[src/sv/bmhq_pkg.sv]
// Package for the binary min-heap queue: field widths, codes, controller
// states and the command and status words between controller and datapath.
// No dependencies.
`timescale 1ns / 1ps
`default_nettype none

package bmhq_pkg;

    localparam int KEY_W    = 32;
    localparam int STATUS_W = 2;
    localparam int ENTRY_W  = 11;

    typedef enum logic [0:0] {
        OP_ENQ = 1'b0,
        OP_DEQ = 1'b1
    } t_opcode;

    typedef enum logic [STATUS_W-1:0] {
        STATUS_OK    = 2'd0,
        STATUS_EMPTY = 2'd1,
        STATUS_FULL  = 2'd2
    } t_status;

    typedef enum logic [3:0] {
        ST_IDLE,
        ST_DECODE,
        ST_UP_CHECK,
        ST_UP_CMP,
        ST_POP_LAST,
        ST_POP_KEY,
        ST_DN_CHECK,
        ST_DN_LEFT,
        ST_DN_RIGHT,
        ST_DN_LAST_WR,
        ST_RESULT
    } t_state;

    typedef enum logic [3:0] {
        DP_NOP,
        DP_CAPTURE,
        DP_SET_FULL,
        DP_SET_EMPTY,
        DP_PUSH_INIT,
        DP_RD_PARENT,
        DP_UP_MOVE,
        DP_WR_KEY,
        DP_RD_ROOT,
        DP_RD_LAST,
        DP_LOAD_KEY,
        DP_RD_LEFT,
        DP_MOVE_LEFT,
        DP_RD_RIGHT,
        DP_MOVE_CHOSEN
    } t_dp_op;

    typedef struct packed {
        t_dp_op op;
        logic   load_out;
    } t_dp_cmd;

    typedef struct packed {
        logic op_is_deq;
        logic full;
        logic empty;
        logic at_root;
        logic no_child;
        logic one_child;
        logic key_lt_rd;
        logic rd_lt_key;
        logic chosen_lt_key;
        logic out_busy;
    } t_dp_stat;

endpackage

`default_nettype wire

[src/sv/bmhq_ctrl.sv]
// Sequencer of the heap queue: walks each operation through the sift steps
// and issues one datapath command per cycle. Depends on bmhq_pkg.
`timescale 1ns / 1ps
`default_nettype none

module bmhq_ctrl import bmhq_pkg::*; (
    input  wire logic     i_clk,
    input  wire logic     i_rst_n,
    input  wire logic     i_in_valid,
    output logic          o_in_ready,
    input  wire t_dp_stat i_stat,
    output t_dp_cmd       o_cmd
);

    t_state r_state;
    t_state n_state;

    always_ff @(posedge i_clk) begin
        if (!i_rst_n) begin
            r_state <= ST_IDLE;
        end else begin
            r_state <= n_state;
        end
    end

    always_comb begin
        n_state        = r_state;
        o_cmd.op       = DP_NOP;
        o_cmd.load_out = 1'b0;
        o_in_ready     = 1'b0;
        case (r_state)
            ST_IDLE: begin
                o_in_ready = 1'b1;
                if (i_in_valid) begin
                    o_cmd.op = DP_CAPTURE;
                    n_state  = ST_DECODE;
                end
            end
            ST_DECODE: begin
                if (!i_stat.op_is_deq) begin
                    if (i_stat.full) begin
                        o_cmd.op = DP_SET_FULL;
                        n_state  = ST_RESULT;
                    end else begin
                        o_cmd.op = DP_PUSH_INIT;
                        n_state  = ST_UP_CHECK;
                    end
                end else if (i_stat.empty) begin
                    o_cmd.op = DP_SET_EMPTY;
                    n_state  = ST_RESULT;
                end else begin
                    o_cmd.op = DP_RD_ROOT;
                    n_state  = ST_POP_LAST;
                end
            end
            ST_UP_CHECK: begin
                if (i_stat.at_root) begin
                    o_cmd.op = DP_WR_KEY;
                    n_state  = ST_RESULT;
                end else begin
                    o_cmd.op = DP_RD_PARENT;
                    n_state  = ST_UP_CMP;
                end
            end
            ST_UP_CMP: begin
                if (i_stat.key_lt_rd) begin
                    o_cmd.op = DP_UP_MOVE;
                    n_state  = ST_UP_CHECK;
                end else begin
                    o_cmd.op = DP_WR_KEY;
                    n_state  = ST_RESULT;
                end
            end
            ST_POP_LAST: begin
                o_cmd.op = DP_RD_LAST;
                n_state  = ST_POP_KEY;
            end
            ST_POP_KEY: begin
                o_cmd.op = DP_LOAD_KEY;
                n_state  = ST_DN_CHECK;
            end
            ST_DN_CHECK: begin
                if (i_stat.no_child) begin
                    o_cmd.op = DP_WR_KEY;
                    n_state  = ST_RESULT;
                end else begin
                    o_cmd.op = DP_RD_LEFT;
                    n_state  = ST_DN_LEFT;
                end
            end
            ST_DN_LEFT: begin
                // With a left child only, the entry sinks at most once more.
                if (!i_stat.one_child) begin
                    o_cmd.op = DP_RD_RIGHT;
                    n_state  = ST_DN_RIGHT;
                end else if (i_stat.rd_lt_key) begin
                    o_cmd.op = DP_MOVE_LEFT;
                    n_state  = ST_DN_LAST_WR;
                end else begin
                    o_cmd.op = DP_WR_KEY;
                    n_state  = ST_RESULT;
                end
            end
            ST_DN_RIGHT: begin
                if (i_stat.chosen_lt_key) begin
                    o_cmd.op = DP_MOVE_CHOSEN;
                    n_state  = ST_DN_CHECK;
                end else begin
                    o_cmd.op = DP_WR_KEY;
                    n_state  = ST_RESULT;
                end
            end
            ST_DN_LAST_WR: begin
                o_cmd.op = DP_WR_KEY;
                n_state  = ST_RESULT;
            end
            ST_RESULT: begin
                if (!i_stat.out_busy) begin
                    o_cmd.load_out = 1'b1;
                    n_state        = ST_IDLE;
                end
            end
            default: begin
                n_state = ST_IDLE;
            end
        endcase
    end

endmodule

`default_nettype wire

[config.mk]
export PLATFORM = sky130hd
export DESIGN_NAME = bmhq_ctrl
export DESIGN_NICKNAME = d
export VERILOG_FILES = /design/src/sv/bmhq_pkg.sv /design/src/sv/bmhq_ctrl.sv
export SDC_FILE = /design/constraint.sdc
export NUM_CORES = 1
export LEC_CHECK = 0
export BUFFER_PORTS_ARGS = -buffer_cell sky130_fd_sc_hd__buf_2
export CORE_AREA = 2 2 39 41
export CTS_CLUSTER_SIZE = 25
export DETAILED_ROUTE_END_ITERATION = 10
export DIE_AREA = 0 0 41 43
export PLACE_DENSITY = 0.63
export SYNTH_ARGS = -nofsm -noshare
export SYNTH_HDL_FRONTEND = slang
export SYNTH_SLANG_ARGS = --single-unit
[constraint.sdc]
create_clock -name i_clk -period 1.45 [get_ports i_clk]
set_input_delay 0.0725 -clock i_clk [delete_from_list [all_inputs] [get_ports i_clk]]
set_output_delay 0.0725 -clock i_clk [all_outputs]
set_load 0.02 [all_outputs]
==> results of run 1 <==
-- metrics by stage --
stage                     total power, mW   util  area [µm²]
after detailed placement             1.11  0.448         619
final                                1.67  0.598         827
after floorplan                     0.853      -         484
after global routing                 1.78  0.598         827
after CTS                            1.54  0.557         771
after global placement               1.11  0.448         619
-- worst max-delay path, delay by kind of cell (launching register included) --
family                 cells  cell delay, ns
buffers and inverters      3            0.30
AND/OR/NAND/NOR            1            0.09
flip-flops                 1            0.39
AO/OA/AOI/OAI              2            0.48
-- final cells by class --
type,count,share of cell area
Sequential cell,4,0.115
Inverter,3,0.0166
Clock buffer,3,0.0272
Tap cell,16,0.0242
Multi-Input combinational cell,56,0.519
Timing Repair Buffer,34,0.298
-- power by group through the flow --
stage               clock network (mW)  logic (mW)  registers [mW]
global route                     0.155        1.35           0.280
floorplan                            0       0.660           0.193
finish                           0.141        1.25           0.276
CTS                              0.146        1.14           0.252
detailed placement                   0       0.875           0.238
global placement                     0       0.873           0.238
-- metal layers --
metal	part of all wire	global-route usage
met1	0.43	0.256
met2	0.52	0.300
met3	0.045	0.0628
met4	0.0099	0.100
met5	0	0
-- cells in the mapped netlist (all sizes together) --
library cell,count
nand3,2
a311o,1
o2bb2ai,1
and2,2
a22oi,1
buf,4
nor2b,3
o21a,1
o21ai,8
a21oi,3
and3,1
nor4,2
inv,3
a221oi,1
o22ai,3
o31a,2
nor4b,1
a211oi,1
mux2i,2
nand2b,4
nor2,10
nand2,6
a32oi,1
dfxtp,4
-- path summary, 6_finish.rpt --
kind,end,cells past startpoint,from,slack [ns]
setup reg to reg,r_state[3]$_SDFFE_PN0P_,7,r_state[1]$_SDFFE_PN0P_,0.01
hold reg to reg,r_state[2]$_SDFFE_PN0P_,3,r_state[3]$_SDFFE_PN0P_,0.75
hold / removal,r_state[3]$_SDFFE_PN0P_,2,i_rst_n,0.09
setup / recovery,o_cmd[1],6,r_state[1]$_SDFFE_PN0P_,-0.1
-- cells by family after synthesis --
logic type | Yosys count | synth area share
AO/OA/AOI/OAI | 23 | 0.336
buffers and inverters | 7 | 0.101
flip-flops | 4 | 0.165
multiplexers | 2 | 0.0413
AND/OR/NAND/NOR | 31 | 0.357
-- repair_timing --
item,4_1_cts,5_1_grt
gates resized for setup,22,13
setup endpoints to repair,5,6
setup buffers,8,1
pin swaps,9,6
==> qor.yml, run 1 <==
finalSetupViolations: 2
ys.warnings.count: 0
crit_path_max_fanout: 5
synthCells: 67
nNetsFinal: 115
portBuffers: 18
place_congestion: 0.807
rsz0062_at_grt: "yes"
drc: 0
finalHoldViolCount: 0
grt_max_degree: 9
crit_type: "flip-flop to output port"
slowest_delay_ns: 0.39
yosysTopAreaCell: "dfxtp_1"
cp-end-kind: "output port"
cp_cell_sequence: "buf_6, inv_4, a32oi_1, nor2_1, a311o_1, buf_6"
period_needed_ns: 1.55
start_util: 0.350
path_common_cell: "buf_6"
skew_ns: 0.00309
cts_tree: "built"
swShare: 0.454
violations: "setup timing"
internal_power_uw: 912
largest_reg_flops: 4
slowest_stage: "dfxtp_4"
grt_overflow: 0
htreeDepth: 1
die-area_mm2: 0.00176
fill_cells: 125
multiInputGateArea_um2: 429
areaGrowthSynthToFinish_pct: 70.8
cp-start-kind: "flip-flop"
ys_types: 32
track_usage: 0.203
cts_root_buffer: "clkbuf_4"
power_frac_seq: 0.165
yosysSeqAreaShare: 0.165
synth.top_cell.area_share: 0.165
preCtsSetupSlack_ns: 0.0529
clock.fmax_mhz: 646
max_slew_margin: 0.832
fin_crit_sh: 1.07
dr.pass1.iters: 4
antenna_found_initial: 0
ios: 19
p_clk_frac: 0.084
routedWlPerCell_um: 13.9
p_comb_frac: 0.750
avgSynthCellArea_um2: 7.23
drt-initial-drc-count: 18
status: "finished, violations left"
viasPerCell: 5.35
whs_ns: 0.0859
fp.dieH_um: 43
crit_arrival_ns: 1.48
mostFrequentLayoutCells: "14 x buf_2, 13 x buf_4, 8 x nor2_1, 7 x buf_6, 5 x nand2_1"
final_common_cell: "buf_2"
top_register: "r_state"
p_leak_nw: 0.356
synth.area.top_cells: "dfxtp_1 17%, nor2_1 7.0%, o21ai_1 5.2%"
insertedDiodeCount: 0
setup_ws_ns: -0.0991
netlist_area_um2: 484
powerDensity_mw_per_mm2: 2020
cp.required_ns: 1.38
dp_cells: 105
grt_pass1_vias: 616
min_path_type: "input pin to flip-flop"
core_mm2: 0.00138
seqCellArea_um2: 95.1
cts_buffers: 3
drive_gt1_frac: 0.580
synth_fp_nets: 80
drt-total-wl_um: 1610
ant_nets: 0
ir_worst_vdd_uv: 846
cap_violations: 0
switchingPower_uw: 757
grt_pass1_wl_um: 2500
cts_hold_buf: 0
top_regs: "r_state (4)"
setup_tns_ns: -0.137
drv_slew: 0
vias: 621
hpwl_um: 1060
tightest_slew_ns: 0.245
clock_path_buffers: 2
die-width_um: 41
clk_latency_ns: 0.24
rows: 14
ys_ff_latch: 4
fin_cells: 116
clkTransAtPathRegs_ns: 0.04
cts_sinks: 4
Power figures use the tool's default switching activity.
==> run 2, diff against run 1 <==
RECOVER_POWER = 25   (was default)
clock period = 2 ns   (was 1.45 ns; I/O delays follow)
==> run 2 against run 1 <==
  * The flow now finishes without violations
  * Worst setup slack better by 0.27 ns
  * Cell area is 30% lower
  * Final cell count is 14% lower
  * Count of clock-buffer cells in the layout stayed put
  * Register-to-register slack better by 0.55 ns
  * Total power is 51% lower
  * Via count is 15% lower
  * Utilization is 18 points lower
  * Combinational power is 60% lower
  * Wire length is 26% lower
  * Critical endpoint is now o_cmd[4]
  * Largest cell class unchanged
  * Largest power group unchanged
==> qor.yml, run 2 (same netlist as run 1, synthesis figures left out) <==
hpwl_um: 904
skew_ns: 0.00352
largest_reg_flops: 4
min_path_type: "input pin to flip-flop"
cp.required_ns: 1.90
finalHoldViolCount: 0
areaGrowthSynthToFinish_pct: 19.9
met2_length_um: 576
p_total_uw: 823
cts_hold_buf: 0
cap_violations: 0
grt_overflow: 0
min_delay_path_depth: 2
core_mm2: 0.00138
post_cts_buffers: 0
nNetsFinal: 99
ios: 19
setup_tns_ns: 0
crit_path_max_fanout: 17
ctsResizeCount: 0
slowest_delay_ns: 0.66
tightest_slew_ns: 0.549
crit_type: "flip-flop to output port"
ant_nets: 0
die-area_mm2: 0.00176
fill_cells: 153
clkTransAtPathRegs_ns: 0.04
drc: 0
routedWlPerCell_um: 11.9
slowest_stage: "dfxtp_1"
insertedDiodeCount: 0
fp.dieH_um: 43
dp_cells: 97
drt-total-wl_um: 1190
drv_slew: 0
grt_max_degree: 18
status: "finished, final reports clean"
cp_cell_sequence: "nand2b_4, o22ai_1, a22oi_1, o21ai_1, buf_2"
place_congestion: 0.736
r2r_slack_ns: 0.56
fin_crit_sh: 0.916
top_register: "r_state"
final_common_cell: "buf_2"
worst_r2r_endpoint: "r_state[1]$_SDFFE_PN0P_"
rsz0062_at_grt: "no"
vias: 525
grt_pass1_vias: 460
top_regs: "r_state (4)"
crit_arrival_ns: 1.73
clk_latency_ns: 0.24
drive_gt1_frac: 0.321
setup_ws_ns: 0.169
cp-start-kind: "flip-flop"
fin_area_um2: 581
powerDensity_mw_per_mm2: 1420
cts_tree: "built"
antenna_found_initial: 0
regToRegStartpoint: "r_state[0]$_SDFFE_PN0P_"
viasPerCell: 5.25
clock.fmax_mhz: 546
fin_cells: 100
preCtsSetupSlack_ns: 0.416
hp-start: "i_rst_n"
cts_buffers: 3
period_needed_ns: 1.83
r2r.worst_path.cells: 4
p_leak_nw: 0.243
finalSetupViolations: 0
die-width_um: 41
dr.pass1.iters: 4
portBuffers: 18
htreeDepth: 1
clock_path_buffers: 2
mostFrequentLayoutCells: "17 x buf_2, 9 x nor2_1, 6 x nand2_1"
cts_root_buffer: "clkbuf_4"
topRoutingLayerUsed: "met3"
max_slew_margin: 0.633
track_usage: 0.143
drt-initial-drc-count: 12
hold_end: "r_state[3]$_SDFFE_PN0P_"
path_delay_family: "flip-flops"
critPathBufInv: 1
rows: 14
ir_worst_vdd_uv: 548
cts_sinks: 4
grt_pass1_wl_um: 1770
placed_cell_area_um2: 559
start_util: 0.350
wl_met3_um: 51
drt-met1-wl_um: 561
cp-end-kind: "output port"
[run 2: cell type report]
type	instances	area (µm²)	area share
Sequential cell	4	80.1	0.138
Clock buffer	3	22.5	0.0388
Tap cell	16	20.0	0.0345
Timing Repair Buffer	18	88.8	0.153
Inverter	3	13.8	0.0237
Multi-Input combinational cell	56	355	0.612
[run 2: how the worst max path moves through the flow]
stage | start | end | slack [ns] | cells after the start
5_1_grt | r_state[0]$_SDFFE_PN0P_ | o_cmd[4] | 0.02 | 5
2_1_floorplan | r_state[2]$_SDFFE_PN0P_ | o_cmd[0] | 0.60 | 3
4_1_cts | r_state[0]$_SDFFE_PN0P_ | o_cmd[4] | 0.15 | 5
3_5_place_dp | r_state[0]$_SDFFE_PN0P_ | o_cmd[4] | 0.42 | 5
3_3_place_gp | r_state[0]$_SDFFE_PN0P_ | o_cmd[4] | 0.40 | 5
6_report | r_state[0]$_SDFFE_PN0P_ | o_cmd[4] | 0.17 | 5
[run 2: routing by layer]
layer  vias up  track usage
li1        281            -
met1       233        0.163
met2        11        0.238
met3         0       0.0681
met4         0       0.0200
met5         -            0
[run 2: metrics by stage]
| step | utilization | hold slack, ns |
|---|---|---|
| 2_1_floorplan | - | 0.228 |
| 3_3_place_gp | 0.404 | 0.355 |
| 3_5_place_dp | 0.404 | 0.351 |
| 4_1_cts | 0.420 | 0.101 |
| 5_1_grt | 0.420 | 0.109 |
| 6_report | 0.420 | 0.107 |
[run 2: worst reg2reg max path, delay by kind of cell, from the launching register on]
family | cells | cell delay (ns)
DFF | 1 | 0.66
AOI/OAI and AO/OA | 2 | 0.26
and+or+nand+nor | 2 | 0.41
[run 2: report_power, final]
part | internal [mW] | total [mW] | switching (mW)
Sequential | 0.108 | 0.219 | 0.111
Combinational | 0.226 | 0.502 | 0.277
Clock | 0.0672 | 0.101 | 0.0335
